==> src/rtl/core/hsmc_pkg.sv <==
// ----------------------------------------------------------------------------
// hsmc_pkg
// shared types, widths and constants of the heading steering motor commander
// ----------------------------------------------------------------------------
package hsmc_pkg;

    // field widths
    localparam int RAW_W   = 12;
    localparam int DEG_W   = 9;
    localparam int DIST_W  = 24;
    localparam int TIME_W  = 32;
    localparam int GAIN_W  = 32;
    localparam int NEAR_W  = 16;
    localparam int SPD_W   = 7;
    localparam int MOTOR_W = 6;
    localparam int BYTE_W  = 8;
    localparam int MODE_W  = 2;
    localparam int CIDX_W  = 4;
    localparam int CDAT_W  = 32;
    localparam int INTEG_W = 48;
    localparam int ACC_W   = 44;
    localparam int PROD_W  = 64;
    localparam int TMAG_W  = 41;

    // fixed bytes and limits
    localparam logic [BYTE_W-1:0] START_BYTE  = 8'h80;
    localparam logic [BYTE_W-1:0] DEVICE_BYTE = 8'h00;
    localparam logic [SPD_W-1:0]  SPEED_MAX   = 7'd127;
    localparam logic [TMAG_W-1:0] TERM_LIMIT  = 41'h100_0000_0000;

    // reciprocal of ten in Q16, exact for raw readings below 4096
    localparam logic [12:0] RECIP10 = 13'd6554;

    // register indexes
    localparam logic [CIDX_W-1:0] CFG_PROP_GAIN  = 4'd0;
    localparam logic [CIDX_W-1:0] CFG_DERIV_GAIN = 4'd1;
    localparam logic [CIDX_W-1:0] CFG_INTEG_GAIN = 4'd2;
    localparam logic [CIDX_W-1:0] CFG_OFFSET     = 4'd3;
    localparam logic [CIDX_W-1:0] CFG_NEAR_DIST  = 4'd4;
    localparam logic [CIDX_W-1:0] CFG_NEAR_SPEED = 4'd5;
    localparam logic [CIDX_W-1:0] CFG_FAR_SPEED  = 4'd6;
    localparam logic [CIDX_W-1:0] CFG_FIRST_MOT  = 4'd7;

    // register reset values
    localparam logic [GAIN_W-1:0]  RST_PROP_GAIN  = 32'd757584509;
    localparam logic [GAIN_W-1:0]  RST_DERIV_GAIN = 32'd1074;
    localparam logic [GAIN_W-1:0]  RST_INTEG_GAIN = 32'd107;
    localparam logic [DEG_W-1:0]   RST_OFFSET     = 9'd3;
    localparam logic [NEAR_W-1:0]  RST_NEAR_DIST  = 16'd5;
    localparam logic [SPD_W-1:0]   RST_NEAR_SPEED = 7'd35;
    localparam logic [SPD_W-1:0]   RST_FAR_SPEED  = 7'd127;
    localparam logic [MOTOR_W-1:0] RST_FIRST_MOT  = 6'd2;

    // byte position inside one motor packet
    localparam logic [1:0] POS_START  = 2'd0;
    localparam logic [1:0] POS_DEVICE = 2'd1;
    localparam logic [1:0] POS_MOTOR  = 2'd2;
    localparam logic [1:0] POS_SPEED  = 2'd3;

    typedef enum logic [MODE_W-1:0] {
        MODE_STOP     = 2'd0,
        MODE_STRAIGHT = 2'd1,
        MODE_TURN     = 2'd2
    } t_mode;

    typedef enum logic [3:0] {
        S_IDLE,
        S_HEAD,
        S_ERR,
        S_DECIDE,
        S_DIVD_GO,
        S_DIVD_WAIT,
        S_DIVQ_GO,
        S_DIVQ_WAIT,
        S_INTEG,
        S_MUL,
        S_SPEED,
        S_OUT
    } t_state;

endpackage

==> src/rtl/core/hsmc_if.sv <==
// ----------------------------------------------------------------------------
// hsmc_if
// channel interfaces: input items, result bytes and register writes
// ----------------------------------------------------------------------------
interface hsmc_in_if;
    logic                                valid;
    logic                                ready;
    logic [hsmc_pkg::RAW_W-1:0]          compass_raw;
    logic [hsmc_pkg::DEG_W-1:0]          desired_heading;
    logic [hsmc_pkg::DIST_W-1:0]         distance_to_target;
    logic [hsmc_pkg::TIME_W-1:0]         now_ms;

    modport source (output valid, compass_raw, desired_heading, distance_to_target, now_ms,
                    input ready);
    modport sink   (input valid, compass_raw, desired_heading, distance_to_target, now_ms,
                    output ready);
endinterface

interface hsmc_out_if;
    logic                                valid;
    logic                                ready;
    logic [hsmc_pkg::BYTE_W-1:0]         out_byte;
    logic [hsmc_pkg::MODE_W-1:0]         drive_mode;
    logic                                last;

    modport source (output valid, out_byte, drive_mode, last, input ready);
    modport sink   (input valid, out_byte, drive_mode, last, output ready);
endinterface

interface hsmc_cfg_if;
    logic                                valid;
    logic                                ready;
    logic [hsmc_pkg::CIDX_W-1:0]         index;
    logic [hsmc_pkg::CDAT_W-1:0]         data;

    modport source (output valid, index, data, input ready);
    modport sink   (input valid, index, data, output ready);
endinterface

==> src/rtl/core/hsmc_div.sv <==
// ----------------------------------------------------------------------------
// hsmc_div
// restoring divider, one quotient bit per cycle, small dividend by time step
// ----------------------------------------------------------------------------
module hsmc_div (
    input  logic                          i_clk,
    input  logic                          i_rst_n,
    input  logic                          i_start,
    input  logic [hsmc_pkg::DEG_W-1:0]    i_num,
    input  logic [hsmc_pkg::TIME_W-1:0]   i_den,
    output logic                          o_done,
    output logic [hsmc_pkg::DEG_W-1:0]    o_quo
);
    localparam int NW = hsmc_pkg::DEG_W;
    localparam int TW = hsmc_pkg::TIME_W;

    logic                  r_busy;
    logic                  r_done;
    logic [3:0]            r_cnt;
    logic [NW-1:0]         r_num;
    logic [NW-1:0]         r_rem;
    logic [NW-1:0]         r_quo;
    logic [TW-1:0]         r_den;
    logic [NW:0]           trial;
    logic                  fits;
    logic [NW:0]           diff;

    // trial subtract of the shifted remainder
    always_comb begin
        trial = {r_rem, r_num[NW-1]};
        fits  = {{(TW-NW-1){1'b0}}, trial} >= r_den;
        diff  = trial - r_den[NW:0];
    end

    // control
    always_ff @(posedge i_clk) begin
        if (!i_rst_n) begin
            r_busy <= 1'b0;
            r_done <= 1'b0;
            r_cnt  <= '0;
        end else begin
            r_done <= 1'b0;
            if (i_start) begin
                r_busy <= 1'b1;
                r_cnt  <= '0;
            end else if (r_busy) begin
                r_cnt <= r_cnt + 4'd1;
                if (r_cnt == 4'(NW - 1)) begin
                    r_busy <= 1'b0;
                    r_done <= 1'b1;
                end
            end
        end
    end

    // datapath
    always_ff @(posedge i_clk) begin
        if (i_start) begin
            r_num <= i_num;
            r_den <= i_den;
            r_rem <= '0;
            r_quo <= '0;
        end else if (r_busy) begin
            r_num <= {r_num[NW-2:0], 1'b0};
            r_rem <= fits ? diff[NW-1:0] : trial[NW-1:0];
            r_quo <= {r_quo[NW-2:0], fits};
        end
    end

    assign o_done = r_done;
    assign o_quo  = r_quo;
endmodule

==> src/rtl/core/hsmc_mul.sv <==
// ----------------------------------------------------------------------------
// hsmc_mul
// shared unsigned 32 by 32 multiplier with a registered product
// ----------------------------------------------------------------------------
module hsmc_mul (
    input  logic                           i_clk,
    input  logic [hsmc_pkg::GAIN_W-1:0]    i_a,
    input  logic [hsmc_pkg::GAIN_W-1:0]    i_b,
    output logic [hsmc_pkg::PROD_W-1:0]    o_prod
);
    logic [hsmc_pkg::PROD_W-1:0] r_prod;

    // one product per cycle
    always_ff @(posedge i_clk) begin
        r_prod <= {32'd0, i_a} * {32'd0, i_b};
    end

    assign o_prod = r_prod;
endmodule

==> src/rtl/core/heading_steering_motor_commander_top.sv <==
// ----------------------------------------------------------------------------
// heading_steering_motor_commander_top
// compass heading error to dual motor serial commands, stop/straight/PID turn
// ----------------------------------------------------------------------------
// Usage
//   i_in  : one beat per control update (compass, bearing, distance, time).
//   o_out : eight command beats per update, two 4-byte motor packets, last
//           marks the eighth beat; drive_mode is the same on all eight.
//   i_cfg : register writes, always ready; write only while the block idles.
// Sequence
//   stop and straight: S_HEAD, S_ERR and S_DECIDE lie between the input beat
//   and the first beat. turn: after S_DECIDE come two runs of the shared
//   divider (S_DIVD_GO/WAIT, S_DIVQ_GO/WAIT), S_INTEG, six steps of the shared
//   multiplier in S_MUL, and S_SPEED. The beats then follow back to back.
//   i_in.ready is high only while idle, so one item is in flight at a time.
// Reset
//   registers return to their defaults, the PID state (last error, last
//   turn time, integral) clears and the block comes up idle.
// Stalls
//   a low o_out.ready holds the current beat; the block waits without loss.
// ----------------------------------------------------------------------------
module heading_steering_motor_commander_top (
    input  logic              i_clk,
    input  logic              i_rst_n,
    hsmc_in_if.sink           i_in,
    hsmc_out_if.source        o_out,
    hsmc_cfg_if.sink          i_cfg
);
    localparam int DEG_W  = hsmc_pkg::DEG_W;
    localparam int ACC_W  = hsmc_pkg::ACC_W;
    localparam int INT_W  = hsmc_pkg::INTEG_W;
    localparam int PROD_W = hsmc_pkg::PROD_W;
    localparam int TMAG_W = hsmc_pkg::TMAG_W;

    hsmc_pkg::t_state r_state, n_state;

    // configuration registers
    logic [hsmc_pkg::GAIN_W-1:0]  r_prop_gain, r_deriv_gain, r_integ_gain;
    logic [DEG_W-1:0]             r_offset;
    logic [hsmc_pkg::NEAR_W-1:0]  r_near_dist;
    logic [hsmc_pkg::SPD_W-1:0]   r_near_speed, r_far_speed;
    logic [hsmc_pkg::MOTOR_W-1:0] r_first_mot;

    // item registers
    logic [hsmc_pkg::RAW_W-1:0]   r_raw;
    logic [DEG_W-1:0]             r_want;
    logic [hsmc_pkg::DIST_W-1:0]  r_dist;
    logic [hsmc_pkg::TIME_W-1:0]  r_now;
    logic [DEG_W-1:0]             r_heading;
    logic signed [DEG_W-1:0]      r_err;
    logic [hsmc_pkg::TIME_W-1:0]  r_dt;
    logic [DEG_W-1:0]             r_dmag, r_qmag;
    logic                         r_dneg, r_qneg;
    logic [2:0]                   r_mstep;
    logic signed [ACC_W-1:0]      r_acc;
    logic [PROD_W-1:0]            r_prod_hi;
    logic [TMAG_W-1:0]            r_tmag;
    logic [hsmc_pkg::SPD_W-1:0]   r_mag;
    logic                         r_neg1, r_neg2;
    hsmc_pkg::t_mode              r_mode;
    logic [2:0]                   r_beat;

    // PID state
    logic signed [DEG_W-1:0]      r_prior;
    logic [hsmc_pkg::TIME_W-1:0]  r_last_ms;
    logic signed [INT_W-1:0]      r_integ;

    // combinational helpers
    logic [24:0]                  quot10;
    logic [10:0]                  hsum;
    logic [9:0]                   esum;
    logic [DEG_W-1:0]             emod;
    logic [DEG_W-1:0]             emag;
    logic signed [DEG_W:0]        dnum;
    logic [DEG_W-1:0]             dnum_mag;
    logic [hsmc_pkg::TIME_W-1:0]  dt_raw;
    logic signed [DEG_W:0]        q_signed;
    logic signed [INT_W:0]        isum;
    logic                         ineg;
    logic [INT_W-1:0]             imag;
    logic [31:0]                  mul_a, mul_b;
    logic [PROD_W-1:0]            prod;
    logic [PROD_W-1:0]            tsum;
    logic [ACC_W-1:0]             amag;
    logic [13:0]                  spd_whole;
    logic [hsmc_pkg::SPD_W-1:0]   straight_spd;
    logic                         div_start, div_done;
    logic [DEG_W-1:0]             div_num, div_quo;
    logic [hsmc_pkg::MOTOR_W-1:0] motor_sel;
    logic                         neg_sel;

    // register writes
    assign i_cfg.ready = 1'b1;

    always_ff @(posedge i_clk) begin
        if (!i_rst_n) begin
            r_prop_gain  <= hsmc_pkg::RST_PROP_GAIN;
            r_deriv_gain <= hsmc_pkg::RST_DERIV_GAIN;
            r_integ_gain <= hsmc_pkg::RST_INTEG_GAIN;
            r_offset     <= hsmc_pkg::RST_OFFSET;
            r_near_dist  <= hsmc_pkg::RST_NEAR_DIST;
            r_near_speed <= hsmc_pkg::RST_NEAR_SPEED;
            r_far_speed  <= hsmc_pkg::RST_FAR_SPEED;
            r_first_mot  <= hsmc_pkg::RST_FIRST_MOT;
        end else if (i_cfg.valid) begin
            unique case (i_cfg.index)
                hsmc_pkg::CFG_PROP_GAIN:  r_prop_gain  <= i_cfg.data;
                hsmc_pkg::CFG_DERIV_GAIN: r_deriv_gain <= i_cfg.data;
                hsmc_pkg::CFG_INTEG_GAIN: r_integ_gain <= i_cfg.data;
                hsmc_pkg::CFG_OFFSET:     r_offset     <= i_cfg.data[DEG_W-1:0];
                hsmc_pkg::CFG_NEAR_DIST:  r_near_dist  <= i_cfg.data[hsmc_pkg::NEAR_W-1:0];
                hsmc_pkg::CFG_NEAR_SPEED: r_near_speed <= i_cfg.data[hsmc_pkg::SPD_W-1:0];
                hsmc_pkg::CFG_FAR_SPEED:  r_far_speed  <= i_cfg.data[hsmc_pkg::SPD_W-1:0];
                hsmc_pkg::CFG_FIRST_MOT:  r_first_mot  <= i_cfg.data[hsmc_pkg::MOTOR_W-1:0];
                default: ;
            endcase
        end
    end

    // heading, error, divider operands and integral update
    always_comb begin
        quot10 = {13'd0, r_raw} * {12'd0, hsmc_pkg::RECIP10};
        hsum   = {2'b0, quot10[24:16]} + 11'd720 - {2'b0, r_offset};
        esum   = {1'b0, r_want} + 10'd360 - {1'b0, r_heading};
        if (esum >= 10'd720)      emod = 9'(esum - 10'd720);
        else if (esum >= 10'd360) emod = 9'(esum - 10'd360);
        else                      emod = esum[8:0];
        emag     = r_err[DEG_W-1] ? 9'(-r_err) : r_err;
        dnum     = {r_err[DEG_W-1], r_err} - {r_prior[DEG_W-1], r_prior};
        dnum_mag = dnum[DEG_W] ? 9'(-dnum) : dnum[DEG_W-1:0];
        dt_raw   = r_now - r_last_ms;
        div_num  = (r_state == hsmc_pkg::S_DIVD_GO) ? dnum_mag : emag;
        div_start = (r_state == hsmc_pkg::S_DIVD_GO) || (r_state == hsmc_pkg::S_DIVQ_GO);
        q_signed = r_qneg ? -$signed({1'b0, r_qmag}) : $signed({1'b0, r_qmag});
        isum     = {r_integ[INT_W-1], r_integ}
                 + {{(INT_W-DEG_W-16){q_signed[DEG_W]}}, q_signed, 16'd0};
        ineg     = r_integ[INT_W-1];
        imag     = ineg ? 48'(-r_integ) : r_integ;
        straight_spd = (r_dist[23:8] < r_near_dist) ? r_near_speed : r_far_speed;
        amag      = r_acc[ACC_W-1] ? 44'(-r_acc) : r_acc;
        spd_whole = amag[43:30];
    end

    // operand selection for the shared multiplier
    always_comb begin
        case (r_mstep)
            3'd0:    begin mul_a = r_prop_gain;  mul_b = {23'd0, emag};           end
            3'd1:    begin mul_a = r_deriv_gain; mul_b = {23'd0, r_dmag};         end
            3'd2:    begin mul_a = r_integ_gain; mul_b = imag[47:16];             end
            3'd3:    begin mul_a = r_integ_gain; mul_b = {16'd0, imag[15:0]};     end
            default: begin mul_a = '0;           mul_b = '0;                      end
        endcase
        tsum = r_prod_hi + {16'd0, prod[63:16]};
    end

    hsmc_div u_div (
        .i_clk   (i_clk),
        .i_rst_n (i_rst_n),
        .i_start (div_start),
        .i_num   (div_num),
        .i_den   (r_dt),
        .o_done  (div_done),
        .o_quo   (div_quo)
    );

    hsmc_mul u_mul (
        .i_clk  (i_clk),
        .i_a    (mul_a),
        .i_b    (mul_b),
        .o_prod (prod)
    );

    // state register
    always_ff @(posedge i_clk) begin
        if (!i_rst_n) r_state <= hsmc_pkg::S_IDLE;
        else          r_state <= n_state;
    end

    // next state
    always_comb begin
        n_state = r_state;
        unique case (r_state)
            hsmc_pkg::S_IDLE:      if (i_in.valid) n_state = hsmc_pkg::S_HEAD;
            hsmc_pkg::S_HEAD:      n_state = hsmc_pkg::S_ERR;
            hsmc_pkg::S_ERR:       n_state = hsmc_pkg::S_DECIDE;
            hsmc_pkg::S_DECIDE: begin
                if (r_dist < 24'd256)
                    n_state = hsmc_pkg::S_OUT;
                else if (r_err >= -9'sd2 && r_err <= 9'sd2)
                    n_state = hsmc_pkg::S_OUT;
                else
                    n_state = hsmc_pkg::S_DIVD_GO;
            end
            hsmc_pkg::S_DIVD_GO:   n_state = hsmc_pkg::S_DIVD_WAIT;
            hsmc_pkg::S_DIVD_WAIT: if (div_done) n_state = hsmc_pkg::S_DIVQ_GO;
            hsmc_pkg::S_DIVQ_GO:   n_state = hsmc_pkg::S_DIVQ_WAIT;
            hsmc_pkg::S_DIVQ_WAIT: if (div_done) n_state = hsmc_pkg::S_INTEG;
            hsmc_pkg::S_INTEG:     n_state = hsmc_pkg::S_MUL;
            hsmc_pkg::S_MUL:       if (r_mstep == 3'd5) n_state = hsmc_pkg::S_SPEED;
            hsmc_pkg::S_SPEED:     n_state = hsmc_pkg::S_OUT;
            hsmc_pkg::S_OUT:
                if (o_out.ready && r_beat == 3'd7) n_state = hsmc_pkg::S_IDLE;
            default:               n_state = hsmc_pkg::S_IDLE;
        endcase
    end

    // PID state
    always_ff @(posedge i_clk) begin
        if (!i_rst_n) begin
            r_prior   <= '0;
            r_last_ms <= '0;
            r_integ   <= '0;
        end else if (r_state == hsmc_pkg::S_INTEG) begin
            r_prior   <= r_err;
            r_last_ms <= r_now;
            if (isum[INT_W] != isum[INT_W-1])
                r_integ <= isum[INT_W] ? {1'b1, {(INT_W-1){1'b0}}} : {1'b0, {(INT_W-1){1'b1}}};
            else
                r_integ <= isum[INT_W-1:0];
        end
    end

    // beat counter
    always_ff @(posedge i_clk) begin
        if (!i_rst_n) begin
            r_beat <= '0;
        end else if (r_state == hsmc_pkg::S_OUT && o_out.ready) begin
            r_beat <= r_beat + 3'd1;
        end
    end

    // item datapath
    always_ff @(posedge i_clk) begin
        case (r_state)
            hsmc_pkg::S_IDLE: begin
                r_raw   <= i_in.compass_raw;
                r_want  <= i_in.desired_heading;
                r_dist  <= i_in.distance_to_target;
                r_now   <= i_in.now_ms;
                r_mstep <= '0;
            end
            hsmc_pkg::S_HEAD: begin
                if (hsum >= 11'd1080)     r_heading <= 9'(hsum - 11'd1080);
                else if (hsum >= 11'd720) r_heading <= 9'(hsum - 11'd720);
                else if (hsum >= 11'd360) r_heading <= 9'(hsum - 11'd360);
                else                      r_heading <= hsum[8:0];
            end
            hsmc_pkg::S_ERR: begin
                r_err <= (emod > 9'd180) ? $signed(9'(emod - 9'd360)) : $signed(emod);
            end
            hsmc_pkg::S_DECIDE: begin
                r_dt <= (dt_raw == '0) ? 32'd1 : dt_raw;
                if (r_dist < 24'd256) begin
                    r_mode <= hsmc_pkg::MODE_STOP;
                    r_mag  <= '0;
                    r_neg1 <= 1'b0;
                    r_neg2 <= 1'b0;
                end else begin
                    r_mode <= hsmc_pkg::MODE_STRAIGHT;
                    r_mag  <= straight_spd;
                    r_neg1 <= straight_spd != '0;
                    r_neg2 <= straight_spd != '0;
                end
            end
            hsmc_pkg::S_DIVD_GO: r_dneg <= dnum[DEG_W];
            hsmc_pkg::S_DIVD_WAIT: if (div_done) r_dmag <= div_quo;
            hsmc_pkg::S_DIVQ_GO: r_qneg <= r_err[DEG_W-1];
            hsmc_pkg::S_DIVQ_WAIT: if (div_done) r_qmag <= div_quo;
            hsmc_pkg::S_MUL: begin
                r_mstep <= r_mstep + 3'd1;
                case (r_mstep)
                    // proportional term
                    3'd1: r_acc <= r_err[DEG_W-1] ? -$signed(prod[ACC_W-1:0])
                                                  :  $signed(prod[ACC_W-1:0]);
                    // derivative term
                    3'd2: r_acc <= r_dneg ? r_acc - $signed(prod[ACC_W-1:0])
                                          : r_acc + $signed(prod[ACC_W-1:0]);
                    3'd3: r_prod_hi <= prod;
                    // integral magnitude, limited
                    3'd4: r_tmag <= (tsum > {23'd0, hsmc_pkg::TERM_LIMIT})
                                    ? hsmc_pkg::TERM_LIMIT : tsum[TMAG_W-1:0];
                    3'd5: r_acc <= ineg ? r_acc - $signed({3'b0, r_tmag})
                                        : r_acc + $signed({3'b0, r_tmag});
                    default: ;
                endcase
            end
            hsmc_pkg::S_SPEED: begin
                r_mode <= hsmc_pkg::MODE_TURN;
                r_mag  <= (spd_whole > 14'(hsmc_pkg::SPEED_MAX))
                          ? hsmc_pkg::SPEED_MAX : spd_whole[hsmc_pkg::SPD_W-1:0];
                r_neg1 <=  r_acc[ACC_W-1] && (spd_whole != '0);
                r_neg2 <= !r_acc[ACC_W-1] && (spd_whole != '0);
            end
            default: ;
        endcase
    end

    // result beats
    assign i_in.ready = (r_state == hsmc_pkg::S_IDLE);
    assign motor_sel  = r_beat[2] ? r_first_mot + 6'd1 : r_first_mot;
    assign neg_sel    = r_beat[2] ? r_neg2 : r_neg1;

    always_comb begin
        o_out.valid      = (r_state == hsmc_pkg::S_OUT);
        o_out.drive_mode = r_mode;
        o_out.last       = (r_beat == 3'd7);
        unique case (r_beat[1:0])
            hsmc_pkg::POS_START:  o_out.out_byte = hsmc_pkg::START_BYTE;
            hsmc_pkg::POS_DEVICE: o_out.out_byte = hsmc_pkg::DEVICE_BYTE;
            hsmc_pkg::POS_MOTOR:  o_out.out_byte = {1'b0, motor_sel, !neg_sel};
            hsmc_pkg::POS_SPEED:  o_out.out_byte = {1'b0, r_mag};
            default:              o_out.out_byte = hsmc_pkg::START_BYTE;
        endcase
    end
endmodule

==> src/flat_wrapper.sv <==
// flat-port wrapper written by rule: the top's interface ports become plain ports
module heading_steering_motor_commander_top_flat 
  (i_clk, i_rst_n, i_in_valid, i_in_compass_raw, i_in_desired_heading, i_in_distance_to_target, i_in_now_ms, i_in_ready, o_out_valid, o_out_out_byte, o_out_drive_mode, o_out_last, o_out_ready, i_cfg_valid, i_cfg_index, i_cfg_data, i_cfg_ready);
  hsmc_in_if i_in_i ();
  hsmc_out_if o_out_i ();
  hsmc_cfg_if i_cfg_i ();
  input  logic i_clk;
  input  logic i_rst_n;
  input wire logic [$bits(i_in_i.valid)-1:0] i_in_valid;
  input wire logic [$bits(i_in_i.compass_raw)-1:0] i_in_compass_raw;
  input wire logic [$bits(i_in_i.desired_heading)-1:0] i_in_desired_heading;
  input wire logic [$bits(i_in_i.distance_to_target)-1:0] i_in_distance_to_target;
  input wire logic [$bits(i_in_i.now_ms)-1:0] i_in_now_ms;
  output wire logic [$bits(i_in_i.ready)-1:0] i_in_ready;
  output wire logic [$bits(o_out_i.valid)-1:0] o_out_valid;
  output wire logic [$bits(o_out_i.out_byte)-1:0] o_out_out_byte;
  output wire logic [$bits(o_out_i.drive_mode)-1:0] o_out_drive_mode;
  output wire logic [$bits(o_out_i.last)-1:0] o_out_last;
  input wire logic [$bits(o_out_i.ready)-1:0] o_out_ready;
  input wire logic [$bits(i_cfg_i.valid)-1:0] i_cfg_valid;
  input wire logic [$bits(i_cfg_i.index)-1:0] i_cfg_index;
  input wire logic [$bits(i_cfg_i.data)-1:0] i_cfg_data;
  output wire logic [$bits(i_cfg_i.ready)-1:0] i_cfg_ready;
  assign i_in_i.valid = i_in_valid;
  assign i_in_i.compass_raw = i_in_compass_raw;
  assign i_in_i.desired_heading = i_in_desired_heading;
  assign i_in_i.distance_to_target = i_in_distance_to_target;
  assign i_in_i.now_ms = i_in_now_ms;
  assign i_in_ready = i_in_i.ready;
  assign o_out_valid = o_out_i.valid;
  assign o_out_out_byte = o_out_i.out_byte;
  assign o_out_drive_mode = o_out_i.drive_mode;
  assign o_out_last = o_out_i.last;
  assign o_out_i.ready = o_out_ready;
  assign i_cfg_i.valid = i_cfg_valid;
  assign i_cfg_i.index = i_cfg_index;
  assign i_cfg_i.data = i_cfg_data;
  assign i_cfg_ready = i_cfg_i.ready;
  heading_steering_motor_commander_top u_core (.i_clk(i_clk), .i_rst_n(i_rst_n), .i_in(i_in_i), .o_out(o_out_i), .i_cfg(i_cfg_i));
endmodule
==> config.mk <==
export PLATFORM = sky130hd
export DESIGN_NAME = heading_steering_motor_commander_top_flat
export DESIGN_NICKNAME = d
export VERILOG_FILES = /design/src/rtl/core/hsmc_pkg.sv /design/src/rtl/core/hsmc_if.sv /design/src/rtl/core/hsmc_div.sv /design/src/rtl/core/hsmc_mul.sv /design/src/rtl/core/heading_steering_motor_commander_top.sv /design/src/flat_wrapper.sv
export SDC_FILE = /design/constraint.sdc
export NUM_CORES = 2
export LEC_CHECK = 0
export ABC_AREA = 1
export ABC_CLOCK_PERIOD_IN_PS = 11300
export BUFFER_PORTS_ARGS = -buffer_cell sky130_fd_sc_hd__buf_4
export CAP_MARGIN = 15
export CORE_MARGIN = 4
export CORE_UTILIZATION = 60
export CTS_BUF_LIST = sky130_fd_sc_hd__clkbuf_4
export CTS_CLUSTER_DIAMETER = 60
export DETAILED_ROUTE_END_ITERATION = 8
export GPL_ROUTABILITY_DRIVEN = 1
export PLACE_DENSITY = 0.77
export SETUP_SLACK_MARGIN = 0.02
export SLEW_MARGIN = 20
export SYNTH_ARGS = -nofsm -noshare
export SYNTH_HDL_FRONTEND = slang
export SYNTH_SLANG_ARGS = --single-unit
==> constraint.sdc <==
create_clock -name i_clk -period 11.3 [get_ports i_clk]
set_clock_uncertainty 0.05 [all_clocks]
set_input_delay 0.565 -clock i_clk [delete_from_list [all_inputs] [get_ports i_clk]]
set_output_delay 0.565 -clock i_clk [all_outputs]
set_load 0.005 [all_outputs]
* Yosys cells after proc, flatten, opt, wreduce, memory -nomap -nowiden
Cells that the tools add are included. Widths: inputs -> output; s select.
Word-level totals: register bits after elaboration 676, output and inout bits 14, word-level logic and storage cells 204
Operators by class: add/subtract/negate cells 29, multiply operators 2, $lt $le $gt $ge 13, equal/unequal tests 34, muxes and demuxes 48, bitwise gates (word level) 2, reductions and logical operators 36
Operator list (number):
- $mux 44 | 4
- $mux 48 | 3
- $pmux 44 s3 | 1
- $pmux 32 s4 | 1
- $mux 9 | 12
- $pmux 32 s3 | 1
- $neg 44->44 | 2
- $add 64x48->64 | 1
- $gt 64x41->1 const B | 1
- $mul 32x32->64 | 1
- $add 48x26->49 | 1
- $neg 48->48 | 1
- $pmux 4 s12 | 1
- $add 44x42->44 | 1
- $add 44x44->44 | 1
- $sub 44x42->44 | 1
- $sub 44x44->44 | 1
- $eq 4x3->1 const B | 8
- $ge 10x32->1 | 1
- $logic_not 32->1 | 1
- $pmux 8 s4 | 1
- $sub 32x32->32 | 1
- $mux 4 | 7
- $sub 9x9->9 const B | 3
- other kinds (59) | 108

* Depth between registers and ports, before layout
depth in word-level cells 7, mapped depth 44, depth with buffers taken out 43

* Cells and area by module
A second synthesis with hierarchy kept.
Second synthesis, totals: cell total of the unflattened synthesis 11308, area, all modules 82148.8 sq um
By module, submodules not included:
- heading_steering_motor_commander_top | times used 1, cells each 5985, area an instance 41987.8 sq um, seq. area each 13513.0 sq um
- hsmc_mul | times used 1, cells each 5012, area an instance 37244.5 sq um, seq. area each 1281.2 sq um
- hsmc_div | times used 1, cells each 311, area an instance 2916.5 sq um, seq. area each 1711.6 sq um

* Worst setup path before layout
Ideal clock, no wire load.
kind flip-flop to flip-flop, start point reg u_core.r_mstep[2], end point reg u_core.u_mul.r_prod (netlist bit u_core.u_mul.o_prod[59]), setup time 120 ps, arrival time 8110 ps, data required time 11130 ps, setup slack 3020 ps, stages on the path, launching flop included 42, buffers on the path 3, clock period less this slack 8280 ps, path through edfxtp_1 -> clkinv_1 -> clkbuf_1 -> ha_1 -> nand2_1 -> nor2_1 -> inv_1 -> clkbuf_1 -> nand3_1 -> nand2_1 -> nand2_1 -> inv_2 -> buf_1 -> nor2_1 -> fa_1 -> fa_1 -> fa_1 -> inv_1 -> (+6 left out) -> fa_1 -> inv_1 -> fa_1 -> inv_1 -> ha_1 -> a21oi_1 -> inv_1 -> a21oi_1 -> inv_1 -> a21oi_1 -> o21ai_0 -> a21oi_1 -> o21ai_0 -> nand3_1 -> nand2_1 -> nand3_1 -> nand2_1 -> xor2_1
Between the ends: cells in the longest elaborated chain, start to end 4
RTL lines:
- from (decl) | RTL line heading_steering_motor_commander_top.sv:54 | logic [2:0] r_mstep;
- from (signal assigned) | RTL line heading_steering_motor_commander_top.sv:270 | r_mstep <= r_mstep + 3'd1;
- $eq 3x2->1 | RTL line heading_steering_motor_commander_top.sv:146 | case (r_mstep)
- $reduce_or 2->1 (no line)
- $pmux 32 s3 | RTL line heading_steering_motor_commander_top.sv:146
- $mul 32x32->64 (*) | RTL line hsmc_mul.sv:15 | r_prod <= {32'd0, i_a} * {32'd0, i_b};
- to (signal assigned) | RTL line hsmc_mul.sv:15
- to (decl) | RTL line hsmc_mul.sv:11 | logic [hsmc_pkg::PROD_W-1:0] r_prod;
Mark *: on every way between the ends. The rest lies on a longest branch, timed or not. A chain may end at the register's enable or synchronous reset.

* Worst setup path in the final report
start point reg u_core.r_err[0], end point reg u_core.u_mul.r_prod (netlist bit u_core.u_mul.o_prod[59])
Between the ends: cells in the longest elaborated chain, start to end 4
RTL lines:
- from (decl) | RTL line heading_steering_motor_commander_top.sv:50 | logic signed [DEG_W-1:0] r_err;
- from (signal assigned) | RTL line heading_steering_motor_commander_top.sv:249 | r_err <= (emod > 9'd180) ? $signed(9'(emod - 9'd360)) : $signed(emod);
- $neg 9->9 | RTL line heading_steering_motor_commander_top.sv:128 | emag = r_err[DEG_W-1] ? 9'(-r_err) : r_err;
- $mux 9 (*) | RTL line heading_steering_motor_commander_top.sv:128
- $pmux 32 s4 (*) | RTL line heading_steering_motor_commander_top.sv:146
- $mul 32x32->64 (*) | RTL line hsmc_mul.sv:15
Marked as above.

==> run metrics <==
WP data required=12.17 ns; minimum clock period after layout=10.45 ns; CTS Buf Count=178; DR DRC count=0; GRT Total Usage=0.3736; largest area contributor in the netlist=fa_1; Tcrit/Tclk final=0.9249; clock insertion delay at the later pin of the skew report=1.13 ns; Setup crit start kind=flip-flop; number of global-route vias before repair=69910; HP Start=i_in_desired_heading[8]; Setup Crit Path Kind=reg -> reg; Post-DP Area=0.08075 mm2; share of layout cells above drive strength 1=0.07151; cts repair resizes=0; Worst VDD drop=0.001043 V; Multi-input gate area=0.05295 mm2; area delta synth->final=8.594%; Vias per Instance=5.764; CTS tree=built; Syn Std Cell Area=0.07777 mm2; die area=0.1355 mm2; hpwl dp=199800 um; ys async rst share=0; CTS Hold Bufs=123; status=finished, final reports clean; Levels on crit path=38; Worst path max stage delay=0.57 ns; Worst R2R Path Depth=38; Pins Over Slew Limit=0; # rows=131; Synth Instances=9980; WL/cell=20.88 um; Max-cap violations=0; register area=0.01651 mm2; gr ovfl total=0; P_leak=41.02 nW; Critical Path End Type=flip-flop; Core ar.=0.1282 mm2; detailed-route wire length=253100 um; Die W=368.0 um; Die Span Y=368.0 um; Worst Path Arrival=11.32 ns; Post-synth EDFFs=343; Detailed Route Iter0 Violations=6854; Buf/Inv on CP=10; # fillers=10960; maximum clock insertion buffer count=3; Synth top area share=0.2425; Layout Cell Area excl Fill=0.08446 mm2; root buf cell=clkbuf_4; register area share after synthesis=0.2122; Ys Warns=0; first-pass iteration count of the detailed router=7; Main synth FF type=edfxtp_1; H-tree levels=4; CP max stage cell=fa_1; antenna violations before repair=11; Worst R2R Start=u_core.r_err[0]$_DFFE_PP_; initial core utilization=0.6068; CP dominant cell by count=inv_1; post-synth cell types=67; GP Congestion=1.005; antenna-violating nets left=0; final hold violations=0; Post-Syn Nets=11650; worst hold stages=2; Hold WC Path Type=in -> reg; worst-margin pin slew=1.132 ns; Worst path top cell family by delay=adder cells; TNS Setup=0 ns; RSZ-0062 raised after global routing=no; Max FO, Critical Path=8; main area contributors after synthesis=fa_1 (24%), edfxtp_1 (13%), ha_1 (9.8%), inv_1 (9.0%), nand2_1 (8.9%); I/O Pins=132; worst hold slack=0.1353 ns; Final Net Count=11910; Vias=69850; Setup crit start=u_core.r_err[0]$_DFFE_PP_; # setup viols final=0; P per Cell Area=264.9 mW/mm2; clock sink count=653; worst relative slew slack=0.2457; number of synthesized register bits=653; Worst-path clk slew=0.07 ns; Max Clock Freq=95.68 MHz; first-pass GRT wire length=392000 um; IO Port Bufs=122; largest net degree at the start of global routing=128; Syn Area/Cell=7.793 um2; Post-CTS Setup Bufs=0
-- cell usage in the layout, fill, tap and decap left out, types with 85 or more instances in the layout --
cell type,Yosys,layout
fa_1,942,942
nand3_1,296,295
nor3_1,104,103
edfxtp_1,343,343
xnor2_1,85,85
ha_1,607,607
nand2_1,1845,1845
o21ai_0,611,609
clkbuf_4,0,264
dfxtp_1,310,309
nand4_1,101,101
dlygate4sd3_1,0,123
xor2_1,164,164
inv_1,1863,1863
buf_4,6,257
a21oi_1,570,557
nor2_1,1255,1244
-- cells in the mapped netlist (13+ instances only) --
| library cell | count |
|---|---|
| inv_1 | 1863 |
| nand2_1 | 1845 |
| nor2_1 | 1255 |
| fa_1 | 942 |
| o21ai_0 | 611 |
| ha_1 | 607 |
| a21oi_1 | 570 |
| edfxtp_1 | 343 |
| dfxtp_1 | 310 |
| nand3_1 | 296 |
| clkbuf_1 | 252 |
| xor2_1 | 164 |
| nor3_1 | 104 |
| nand4_1 | 101 |
| xnor2_1 | 85 |
| o211ai_1 | 52 |
| a31oi_1 | 46 |
| nor4_1 | 44 |
| a21oi_2 | 41 |
| nand3b_1 | 33 |
| clkinv_1 | 32 |
| a21o_1 | 31 |
| o21bai_1 | 28 |
| nand2_2 | 24 |
| or2_2 | 23 |
| o22ai_1 | 21 |
| buf_2 | 18 |
| o21a_1 | 17 |
| buf_1 | 16 |
| a21boi_0 | 15 |
| nor2_2 | 15 |
| inv_2 | 14 |
| buf_6 | 13 |
-- through the flow --
stage	cells	setup WS [ns]	util	power (mW)
2_1_floorplan	9980	3.020	-	15.98
3_3_place_gp	11660	1.337	0.6299	19.15
3_5_place_dp	11660	1.277	0.6300	19.66
4_1_cts	12100	1.134	0.6585	22.10
5_1_grt	12120	0.4292	0.6589	24.70
6_report	12120	0.8481	0.6589	22.37
-- sequential cells by signal (all words and copies together) (netlist names), 12 cells and up --
| signal | count |
|---|---|
| u_core.r_acc | 44 |
| u_core.r_deriv_gain | 32 |
| u_core.r_dist | 16 |
| u_core.r_dt | 32 |
| u_core.r_integ | 33 |
| u_core.r_integ_gain | 32 |
| u_core.r_last_ms | 32 |
| u_core.r_near_dist | 16 |
| u_core.r_now | 32 |
| u_core.r_prod_hi | 64 |
| u_core.r_prop_gain | 32 |
| u_core.r_raw | 12 |
| u_core.r_tmag | 41 |
| u_core.u_div.r_den | 32 |
| u_core.u_mul.o_prod | 64 |
-- final cells by class --
| class | count | share of cell area |
|---|---|---|
| flip-flops and latches | 653 | 0.1954 |
| well taps | 1729 | 0.02561 |
| diodes | 13 | 0.0003852 |
| inverters | 1910 | 0.08492 |
| clock inverters | 54 | 0.005170 |
| clock buffers | 264 | 0.02347 |
| repair buffers | 383 | 0.03812 |
| multi-input cells | 7112 | 0.6269 |
-- report_power, final --
part	internal (mW)	switching [mW]	total (mW)	leakage, nW
Sequential	3.13	0.282	3.41	5.67
Clock	1.23	1.08	2.31	1.43
Combinational	5.80	10.9	16.6	33.9
Total	10.2	12.2	22.4	41.0
-- logic make-up after synthesis --
group                    share of synthesized area
AND/OR/NAND/NOR                             0.2014
buffers and inverters                       0.1088
adder cells (fa/ha/maj)                     0.3401
AO/OA/AOI/OAI                               0.1084
flip-flops                                  0.2122
XOR/XNOR                                   0.02896
other                                   0.00004822
-- layer usage --
layer,share of wire,vias to the layer above,global-route usage
met2,0.43,3662,0.5698
met3,0.11,833,0.1042
met1,0.39,33280,0.4926
li1,-,32060,-
met4,0.058,6,0.1808
met5,0.00027,-,0.004630
-- worst paths after layout --
path	end	slack, ns
max	u_core.u_mul.o_prod[59]$_DFF_P_	0.85
min	u_core.r_want[8]$_DFFE_PP_	0.14
max reg2reg	u_core.u_mul.o_prod[59]$_DFF_P_	0.85
min reg2reg	u_core.u_div.r_den[30]$_DFFE_PN_	0.36
Power figures use the tool's default switching activity.
